===== src/csa_pkg.sv =====
package csa_pkg;

  localparam int PARTICLE_COUNT = 1024;
  localparam int ADDR_W = $clog2(PARTICLE_COUNT);
  localparam int POS_W = 31;
  localparam int ENTRY_W = 3 * POS_W;
  localparam logic [31:0] MASS_RESET = 32'h0001_0000;

  localparam logic [2:0] OP_FRONT  = 3'd0;
  localparam logic [2:0] OP_BACK   = 3'd1;
  localparam logic [2:0] OP_LEFT   = 3'd2;
  localparam logic [2:0] OP_RIGHT  = 3'd3;
  localparam logic [2:0] OP_TOP    = 3'd4;
  localparam logic [2:0] OP_BOTTOM = 3'd5;
  localparam logic [2:0] OP_PAIR   = 3'd6;

  typedef struct packed {
    logic [2:0]         opcode;
    logic [9:0]         first_index;
    logic [POS_W-1:0]   first_pos_x;
    logic [POS_W-1:0]   first_pos_y;
    logic [POS_W-1:0]   first_pos_z;
    logic signed [31:0] first_vel_x;
    logic signed [31:0] first_vel_y;
    logic signed [31:0] first_vel_z;
    logic [9:0]         second_index;
    logic [POS_W-1:0]   second_pos_x;
    logic [POS_W-1:0]   second_pos_y;
    logic [POS_W-1:0]   second_pos_z;
  } event_t;

  typedef struct packed {
    logic signed [63:0] pulse_front;
    logic signed [63:0] pulse_back;
    logic signed [63:0] pulse_left;
    logic signed [63:0] pulse_right;
    logic signed [63:0] pulse_top;
    logic signed [63:0] pulse_bottom;
    logic [62:0]        path_sum;
    logic [31:0]        path_count;
  } stats_t;

  typedef struct packed {
    logic load_event;
    logic clear_wr;
    logic rd_second;
    logic cap_first;
    logic cap_second;
    logic wr_first;
    logic wr_second;
    logic mul;
    logic pulse_acc;
    logic diff;
    logic square;
    logic sum;
    logic sqrt_start;
    logic path_acc;
    logic slot;
    logic out_load;
  } cmd_t;

  typedef struct packed {
    logic       clear_last;
    logic [2:0] opcode;
    logic       visit_ok;
    logic       sqrt_done;
  } status_t;

endpackage


===== src/csa_ctrl.sv =====
module csa_ctrl (
  input  logic              clk,
  input  logic              rst,
  input  logic              in_valid,
  output logic              in_ready,
  output logic              out_valid,
  input  logic              out_ready,
  input  csa_pkg::status_t  status,
  output csa_pkg::cmd_t     cmd
);
  import csa_pkg::*;

  localparam logic [4:0] S_CLEAR      = 5'd0;
  localparam logic [4:0] S_IDLE       = 5'd1;
  localparam logic [4:0] S_DISPATCH   = 5'd2;
  localparam logic [4:0] S_RD1        = 5'd3;
  localparam logic [4:0] S_RD2        = 5'd4;
  localparam logic [4:0] S_CAP2       = 5'd5;
  localparam logic [4:0] S_WR1        = 5'd6;
  localparam logic [4:0] S_WR2        = 5'd7;
  localparam logic [4:0] S_MUL        = 5'd8;
  localparam logic [4:0] S_PULSE      = 5'd9;
  localparam logic [4:0] S_VISIT      = 5'd10;
  localparam logic [4:0] S_DIFF       = 5'd11;
  localparam logic [4:0] S_SQUARE     = 5'd12;
  localparam logic [4:0] S_SUM        = 5'd13;
  localparam logic [4:0] S_ROOT_START = 5'd14;
  localparam logic [4:0] S_ROOT       = 5'd15;
  localparam logic [4:0] S_ACC        = 5'd16;
  localparam logic [4:0] S_OUT        = 5'd17;

  logic [4:0] state;
  logic [4:0] state_next;
  logic       slot;
  logic       slot_next;
  logic       is_pair;
  logic       is_wall;
  logic       more_slots;

  assign is_pair    = status.opcode == OP_PAIR;
  assign is_wall    = status.opcode <= OP_BOTTOM;
  assign more_slots = !slot && is_pair;

  always_comb begin
    state_next = state;
    slot_next  = slot;
    cmd        = '0;
    cmd.slot   = slot;
    in_ready   = 1'b0;
    case (state)
      S_CLEAR: begin
        cmd.clear_wr = 1'b1;
        if (status.clear_last) begin
          state_next = S_IDLE;
        end
      end
      S_IDLE: begin
        in_ready = 1'b1;
        if (in_valid) begin
          cmd.load_event = 1'b1;
          slot_next      = 1'b0;
          state_next     = S_DISPATCH;
        end
      end
      S_DISPATCH: begin
        state_next = (is_wall || is_pair) ? S_RD1 : S_OUT;
      end
      S_RD1: begin
        state_next = S_RD2;
      end
      S_RD2: begin
        // Both lookups of a pair item finish before either position is written back.
        cmd.cap_first = 1'b1;
        cmd.rd_second = 1'b1;
        state_next    = is_pair ? S_CAP2 : S_WR1;
      end
      S_CAP2: begin
        cmd.cap_second = 1'b1;
        state_next     = S_WR1;
      end
      S_WR1: begin
        cmd.wr_first = 1'b1;
        state_next   = is_pair ? S_WR2 : S_MUL;
      end
      S_WR2: begin
        cmd.wr_second = 1'b1;
        state_next    = S_VISIT;
      end
      S_MUL: begin
        cmd.mul    = 1'b1;
        state_next = S_PULSE;
      end
      S_PULSE: begin
        cmd.pulse_acc = 1'b1;
        state_next    = S_VISIT;
      end
      S_VISIT: begin
        if (status.visit_ok) begin
          state_next = S_DIFF;
        end else if (more_slots) begin
          slot_next  = 1'b1;
          state_next = S_VISIT;
        end else begin
          state_next = S_OUT;
        end
      end
      S_DIFF: begin
        cmd.diff   = 1'b1;
        state_next = S_SQUARE;
      end
      S_SQUARE: begin
        cmd.square = 1'b1;
        state_next = S_SUM;
      end
      S_SUM: begin
        cmd.sum    = 1'b1;
        state_next = S_ROOT_START;
      end
      S_ROOT_START: begin
        cmd.sqrt_start = 1'b1;
        state_next     = S_ROOT;
      end
      S_ROOT: begin
        if (status.sqrt_done) begin
          state_next = S_ACC;
        end
      end
      S_ACC: begin
        cmd.path_acc = 1'b1;
        if (more_slots) begin
          slot_next  = 1'b1;
          state_next = S_VISIT;
        end else begin
          state_next = S_OUT;
        end
      end
      S_OUT: begin
        if (!out_valid || out_ready) begin
          cmd.out_load = 1'b1;
          state_next   = S_IDLE;
        end
      end
      default: begin
        state_next = S_IDLE;
      end
    endcase
  end

  always_ff @(posedge clk) begin
    if (rst) begin
      state     <= S_CLEAR;
      slot      <= 1'b0;
      out_valid <= 1'b0;
    end else begin
      state <= state_next;
      slot  <= slot_next;
      if (cmd.out_load) begin
        out_valid <= 1'b1;
      end else if (out_ready) begin
        out_valid <= 1'b0;
      end
    end
  end

  a_out_free: assert property (@(posedge clk) disable iff (rst)
      cmd.out_load |-> (!out_valid || out_ready))
    else $error("result overwritten before it was taken");

endmodule


===== config.mk =====
export PLATFORM = sky130hd
export DESIGN_NAME = csa_ctrl
export DESIGN_NICKNAME = d
export VERILOG_FILES = /design/src/csa_pkg.sv /design/src/csa_ctrl.sv
export SDC_FILE = /design/constraint.sdc
export NUM_CORES = 1
export LEC_CHECK = 0
export BUFFER_PORTS_ARGS = -buffer_cell sky130_fd_sc_hd__buf_2
export CORE_MARGIN = 8
export CORE_UTILIZATION = 48
export CTS_CLUSTER_SIZE = 30
export DETAILED_ROUTE_END_ITERATION = 8
export GPL_TIMING_DRIVEN = 0
export PLACE_DENSITY = 0.78
export SETUP_SLACK_MARGIN = 0.3
export SLEW_MARGIN = 20
export SYNTH_ARGS = -nofsm -noshare
export SYNTH_HDL_FRONTEND = slang
export SYNTH_SLANG_ARGS = --single-unit

===== constraint.sdc =====
create_clock -name clk -period 1.7 [get_ports clk]
set_input_delay 0.34 -clock clk [delete_from_list [all_inputs] [get_ports clk]]
set_output_delay 0.34 -clock clk [all_outputs]
set_load 0.02 [all_outputs]

==> results of run 1 <==
[logic make-up after synthesis]
kind of cell / synth area share
xor gates and xnor gates: 0.0341
DFF: 0.182
buffers and inverters: 0.106
and+or+nand+nor: 0.461
AOI/OAI and AO/OA: 0.218
[stage by stage]
stage          hold slack (ns)  std cells  worst slack [ns]  TNS (ns)
2_1_floorplan            0.409        105            0.0922         0
3_3_place_gp             0.491        148           -0.0820    -0.146
3_5_place_dp             0.497        148            -0.114    -0.263
4_1_cts                  0.322        167            -0.249     -1.18
[what timing repair did]
item	in CTS
buffers inserted	14
endpoints found under the hold margin	0
endpoints found under the setup margin	22
cloned	1
pin swaps	17
gates resized for setup	54
[cell usage after synthesis (3+ instances only)]
master	n	share of area
nor2_1	12	0.058
nor3_1	9	0.058
dfxtp_1	7	0.18
nand2b_1	7	0.057
nand4_1	5	0.041
a31oi_1	4	0.032
clkbuf_1	4	0.019
nand2_1	4	0.019
a21oi_1	3	0.019
buf_4	3	0.029
inv_1	3	0.015
nand3b_1	3	0.029
nor2b_1	3	0.024
==> results.toml, run 1 <==
[run_status]
status = "did not finish"
haltStage = "global routing"
firstError = "[ERROR DPL-0038] Utilization greater than 100%, impossible to legalize"

[placement]
io_buffer_count = 27
hpwl_um = 1840
gp_congestion = 0.949
place_area_um2 = 1020

[floorplanning]
initial_core_util = 0.512
rows = 14
pin_count = 28
die_x_um = 56.1
die_height_um = 56.1

[timing]
postGrtWorstEndpoint = "cmd[0]"
worst-ep-kind = "output port"

[clock_network]
ctsHoldBuffers = 0
cts-root-buf = "clkbuf_4"
clockBufferDepth = 2
cts_max_level = 1
cts_sinks = 7
cts_made_buffers = 3

[synthesis]
ys_warn_count = 0
synth-seq-area-share = 0.182
syn_inst = 105
synth_edf_count = 0
syn_area_um2 = 771
async_reset_ff_frac = 0
postSynthAreaPerCell_um2 = 7.34
ys.flop_type = "dfxtp_1"
ys_types = 42
syn-num-nets = 115
ys_seq_elements = 7

[global_route]
grt_max_degree = 11
==> inputs of run 2 (changes only) <==
--- a/config.mk
+++ b/config.mk
@@ -6,13 +6,11 @@
 export NUM_CORES = 1
 export LEC_CHECK = 0
 export BUFFER_PORTS_ARGS = -buffer_cell sky130_fd_sc_hd__buf_2
-export CORE_MARGIN = 8
-export CORE_UTILIZATION = 48
-export CTS_CLUSTER_SIZE = 30
+export CORE_AREA = 8 8 69 71
 export DETAILED_ROUTE_END_ITERATION = 8
+export DIE_AREA = 0 0 77 79
 export GPL_TIMING_DRIVEN = 0
-export PLACE_DENSITY = 0.78
-export SETUP_SLACK_MARGIN = 0.3
+export PLACE_DENSITY_LB_ADDON = 0.15
 export SLEW_MARGIN = 20
 export SYNTH_ARGS = -nofsm -noshare
 export SYNTH_HDL_FRONTEND = slang
==> results.toml, run 2 <==
[synthesis]
ys.flop_type = "dfxtp_1"
syn_area_um2 = 771
synth_top_area_frac = 0.182
synth-seq-area-share = 0.182
ys_seq_elements = 7
ys_warn_count = 0
syn-num-nets = 115
syn_inst = 105
postSynthAreaPerCell_um2 = 7.34
synth_edf_count = 0
ys_top_cells_by_count = "nor2_1 (12), nor3_1 (9), dfxtp_1 (7), nand2b_1 (7), nand4_1 (5)"
async_reset_ff_frac = 0
ys_types = 42
yosysMostFrequentCell = "nor2_1"
yosys.area.top_type = "dfxtp_1"
netlist_top_cells_area = "dfxtp_1 (18%), nor3_1 (5.8%), nor2_1 (5.8%), nand2b_1 (5.7%), nand4_1 (4.1%)"

[timing]
period_share = 1.10
finalMaxSlewViolations = 0
worst_slack_ns = -0.175
fin_skew_ns = 0.00229
rsz0062_at_grt = "true"
hold_viol_final = 0
slew_headroom = 0.718
holdWs_ns = 0.372
fmax_ghz = 0.533
min_period_ns = 1.87
tightest_slew_ns = 0.423
setup_viol = 10

[clock_network]
clockBufferDepth = 2
path_clk_slew_ns = 0.04
clkLatencyLatePin_ns = 0.23
cts_max_level = 1
cts_sinks = 7
cts-root-buf = "clkbuf_8"
cts_made_buffers = 3
ctsHoldBuffers = 0
cts_tree = "built"

[pwr]
ir_worst_vdd_uv = 299
p_leak_nw = 0.552
fin_total_pwr_mw = 1.41
p_per_area_nw_per_um2 = 1070

[setup_path]
path_cells = "buf_6 > or3b_4 > or2_4 > nor2b_4 > buf_6"
crit_family = "simple AND/OR/NAND/NOR gates"
worstPathMaxFanout = 4
reg2reg_slack_ns = -0.07
rr_worst_depth = 6
cp-end-kind = "output port"
crit_path_top_delay_cell = "or3b_4"
start_kind = "flip-flop"
crit_arrival_ns = 1.53
slowest_delay_ns = 0.40
rr_endpoint = "state[4]$_SDFFE_PP0P_"
r2r-start = "state[1]$_SDFFE_PP0P_"
cpMostUsedCell = "buf_6"
cp-startpoint = "state[1]$_SDFFE_PP0P_"
worst-path-buf-inv = 2
critPathKind = "flip-flop to output port"
required_ns = 1.36

[floorplanning]
pin_count = 28
die_x_um = 77
die_height_um = 79
initial_core_util = 0.203
rows = 23
fp.coreArea_um2 = 3800
die-area_um2 = 6080

[drt]
drc_errors = 0
drt_iter0_drc = 44
drt-pass1-iter-count = 4
ant_nets = 0
routed_wl_um = 2740
vias = 929
wire_per_inst_um = 13.9
avgViaCountPerCell = 4.72

[cells_and_area]
top_regs = "state: 5 flops, out_valid: 1 flops, slot: 1 flops"
top_register = "state"
diodes = 0
final_common_cell = "buf_4"
drive_above_1_share = 0.531
fillerInstances = 417
final_area_um2 = 1320
nNetsFinal = 158
final_cell_mix = "buf_4 (26), buf_2 (12), buf_6 (8), nor2_1 (8), nand2b_1 (6)"
area_growth_pct = 70.6
largest_reg_flops = 5

[run]
cap_viol_max_count = 0

[global_route]
grtUsageTotal = 0.0869
grt_pass1_vias = 875
overflow = 0
grt_antenna_before_repair = 0
grt_pass1_wl_um = 4320
grt_max_degree = 11

[run_status]
violations = "negative setup slack"
status = "finished with violations"

[placement]
io_buffer_count = 27
gp_congestion = 0.851
pre_cts_slack_ns = -0.224
place_area_um2 = 987
hpwl_um = 2070

[min_path]
hp-class = "primary input to flip-flop"
whs_endpoint = "state[3]$_SDFFE_PP0P_"
min_path_cells = 2
hp-start = "rst"
## run 2: cell counts after synthesis
No cell type changed its count.
## run 2: worst max-delay path by stage
stage / endpoint / slack, ns / depth (start not counted)
after detailed placement: cmd[13] / -0.22 / 6
after global placement: cmd[13] / -0.22 / 6
after floorplan: cmd[13] / -0.07 / 5
after CTS: cmd[15] / -0.23 / 4
after global routing: cmd[0] / -0.22 / 5
final: cmd[0] / -0.17 / 5
## run 2: cell families after synthesis
logic type                share of synthesized area
buffers and inverters                         0.106
and+or+nand+nor                               0.461
xor gates and xnor gates                     0.0341
AOI/OAI and AO/OA                             0.218
DFF                                           0.182
## run 2: what timing repair did
action / in CTS / in global routing
resized for setup: 30 / 28
setup endpoints to repair: 14 / 20
buffers inserted: 4 / 8
hold endpoints to repair: 0 / 0
pin swaps: 8 / 14
## run 2: power by group
part | switching, mW | leakage (nW) | internal [mW]
Combinational | 0.510 | 0.471 | 0.429
Clock | 0.0742 | 0.0228 | 0.162
Sequential | 0.0354 | 0.0580 | 0.199
## run 2: cell type report
class	count	area [um^2]	share of cell area
Buffer	10	119	0.0904
Timing Repair Buffer	39	282	0.214
Sequential cell	7	144	0.109
Clock buffer	4	45.0	0.0343
Inverter	3	11.3	0.00856
Multi-Input combinational cell	84	652	0.496
Tap cell	50	62.6	0.0476
## run 2: per-stage QoR
step                setup TNS [ns]   util  cells
finish                      -0.717  0.346    197
global route                 -1.42  0.346    197
CTS                         -0.856  0.307    189
detailed placement          -0.832  0.260    182
global placement            -0.899  0.260    182
floorplan                   -0.159      -    105
## run 2: layer usage
layer | vias up | share of wire | global-route usage
met2 | 21 | 0.51 | 0.150
met4 | 0 | 0.018 | 0.0396
met1 | 438 | 0.43 | 0.0991
met3 | 5 | 0.042 | 0.0226
li1 | 465 | - | -
met5 | - | 0 | 0
Power figures use the tool's default switching activity.
==> inputs of run 3 (changes only) <==
--- a/config.mk
+++ b/config.mk
@@ -6,6 +6,7 @@
 export NUM_CORES = 1
 export LEC_CHECK = 0
 export BUFFER_PORTS_ARGS = -buffer_cell sky130_fd_sc_hd__buf_2
+export CAP_MARGIN = 20
 export CORE_AREA = 8 8 69 71
 export DETAILED_ROUTE_END_ITERATION = 8
 export DIE_AREA = 0 0 77 79
@@ -15,3 +16,4 @@
 export SYNTH_ARGS = -nofsm -noshare
 export SYNTH_HDL_FRONTEND = slang
 export SYNTH_SLANG_ARGS = --single-unit
+export TNS_END_PERCENT = 30
==> constraint.sdc (replaced) <==
create_clock -name clk -period 2.1 [get_ports clk]
set_input_delay 0.42 -clock clk [delete_from_list [all_inputs] [get_ports clk]]
set_output_delay 0.42 -clock clk [all_outputs]
set_load 0.02 [all_outputs]
==> results.toml, run 3 (same netlist as run 2, synthesis figures left out) <==
[run_status]
status = "finished clean"

[clock_network]
ctsHoldBuffers = 0
path_clk_slew_ns = 0.04
cts_made_buffers = 3
cts-root-buf = "clkbuf_8"
cts_tree = "built"
cts_max_level = 1
cts_sinks = 7
clkLatencyLatePin_ns = 0.23
clockBufferDepth = 2

[global_route]
grtUsageTotal = 0.101
overflow = 0
grt_max_degree = 11
grt_pass1_wl_um = 4910
grt_pass1_vias = 970
grt_antenna_before_repair = 0

[setup_path]
cp-end-kind = "output port"
crit_arrival_ns = 1.60
critPathKind = "flip-flop to output port"
start_kind = "flip-flop"
reg2reg_slack_ns = 0.40
required_ns = 1.68
rr_worst_depth = 5
r2r-start = "state[4]$_SDFFE_PP0P_"
rr_endpoint = "state[4]$_SDFFE_PP0P_"
worstPathMaxFanout = 8

[timing]
fmax_ghz = 0.494
hold_viol_final = 0
tns_ns = 0
slew_headroom = 0.681
setup_viol = 0
fin_skew_ns = 0.00198
tightest_slew_ns = 0.479
finalMaxSlewViolations = 0
period_share = 0.963
min_period_ns = 2.02

[min_path]
min_path_cells = 2
whs_endpoint = "out_valid$_SDFFE_PP0P_"
hp-start = "rst"
hp-class = "primary input to flip-flop"

[pwr]
p_per_area_nw_per_um2 = 967
p_leak_nw = 0.458
ir_worst_vdd_uv = 248

[cells_and_area]
drive_above_1_share = 0.367
final_cell_mix = "buf_2 (27), nor2_1 (12), buf_4 (8), nor3_1 (8)"
area_growth_pct = 37.5
final_common_cell = "buf_2"
final_util = 0.279
diodes = 0
largest_reg_flops = 5
top_regs = "state: 5 flops, out_valid: 1 flops, slot: 1 flops"
top_register = "state"
fillerInstances = 440
nNetsFinal = 150

[drt]
ant_nets = 0
vias = 951
avgViaCountPerCell = 5.03
drt-pass1-iter-count = 4
drt_iter0_drc = 74
drc_errors = 0
wire_per_inst_um = 15.4
routed_wl_um = 2910

[placement]
io_buffer_count = 27
gp_congestion = 0.802
hpwl_um = 2220

[floorplanning]
fp.coreArea_um2 = 3800
die_x_um = 77
rows = 23
pin_count = 28
initial_core_util = 0.203
die-area_um2 = 6080
die_height_um = 79

[run]
cap_viol_max_count = 0
run 3: cell type report:
cell class | count | area (um^2) | share of cell area
repair buffers | 30 | 163 | 0.153
plain buffers | 11 | 72.6 | 0.0685
well taps | 50 | 62.6 | 0.0590
inverters | 3 | 11.3 | 0.0106
clock buffers | 4 | 45.0 | 0.0425
flip-flops and latches | 7 | 141 | 0.133
multi-input cells | 84 | 564 | 0.532
run 3: worst max-delay path, stage by stage (launching register included):
cell     delay, ns
dfxtp_2       0.31
buf_6         0.12
or3b_4        0.42
or2_1         0.24
nor2b_1       0.12
buf_4         0.15
run 3: through the flow:
stage               area, um^2  cells  setup slack, ns  power (mW)  hold WS (ns)
finish                    1060    189           0.0774        1.02         0.456
global route              1060    189         -0.00796        1.11         0.458
CTS                       1020    186           0.0330       0.999         0.449
detailed placement         973    182            0.136       0.784         0.501
global placement           973    182            0.145       0.785         0.493
floorplan                  776    105            0.200       0.618         0.462
run 3: per-layer routing:
metal | share of wire | routed length [um] | global-route usage | vias to the layer above
met5 | 0 | 0 | 0 | -
met4 | 0.036 | 104 | 0.0811 | 0
met3 | 0.057 | 166 | 0.0214 | 8
met2 | 0.45 | 1300 | 0.164 | 43
met1 | 0.46 | 1340 | 0.114 | 452
li1 | - | - | - | 448
run 3: report_power, final:
| part | internal [mW] | leakage [nW] | switching, mW | total, mW |
|---|---|---|---|---|
| clock network | 0.132 | 0.0228 | 0.0671 | 0.199 |
| registers | 0.157 | 0.0572 | 0.0222 | 0.179 |
| logic | 0.269 | 0.378 | 0.377 | 0.646 |
| total | 0.558 | 0.458 | 0.466 | 1.02 |
run 3: what timing repair did:
action / CTS / global route
setup buffers: 0 / 3
gates cloned: 0 / 0
endpoints found under the setup margin: 5 / 3
pin swaps: 0 / 2
resized for setup: 3 / 4
run 3: worst max-delay path by stage:
stage,startpoint,end,slack (ns),cells past startpoint
after CTS,state[1]$_SDFFE_PP0P_,cmd[0],0.03,5
after global routing,state[1]$_SDFFE_PP0P_,cmd[0],-0.008,5
after detailed placement,state[2]$_SDFFE_PP0P_,cmd[13],0.14,6
after global placement,state[2]$_SDFFE_PP0P_,cmd[13],0.15,6
after floorplan,state[2]$_SDFFE_PP0P_,cmd[13],0.20,5
final,state[1]$_SDFFE_PP0P_,cmd[0],0.08,5
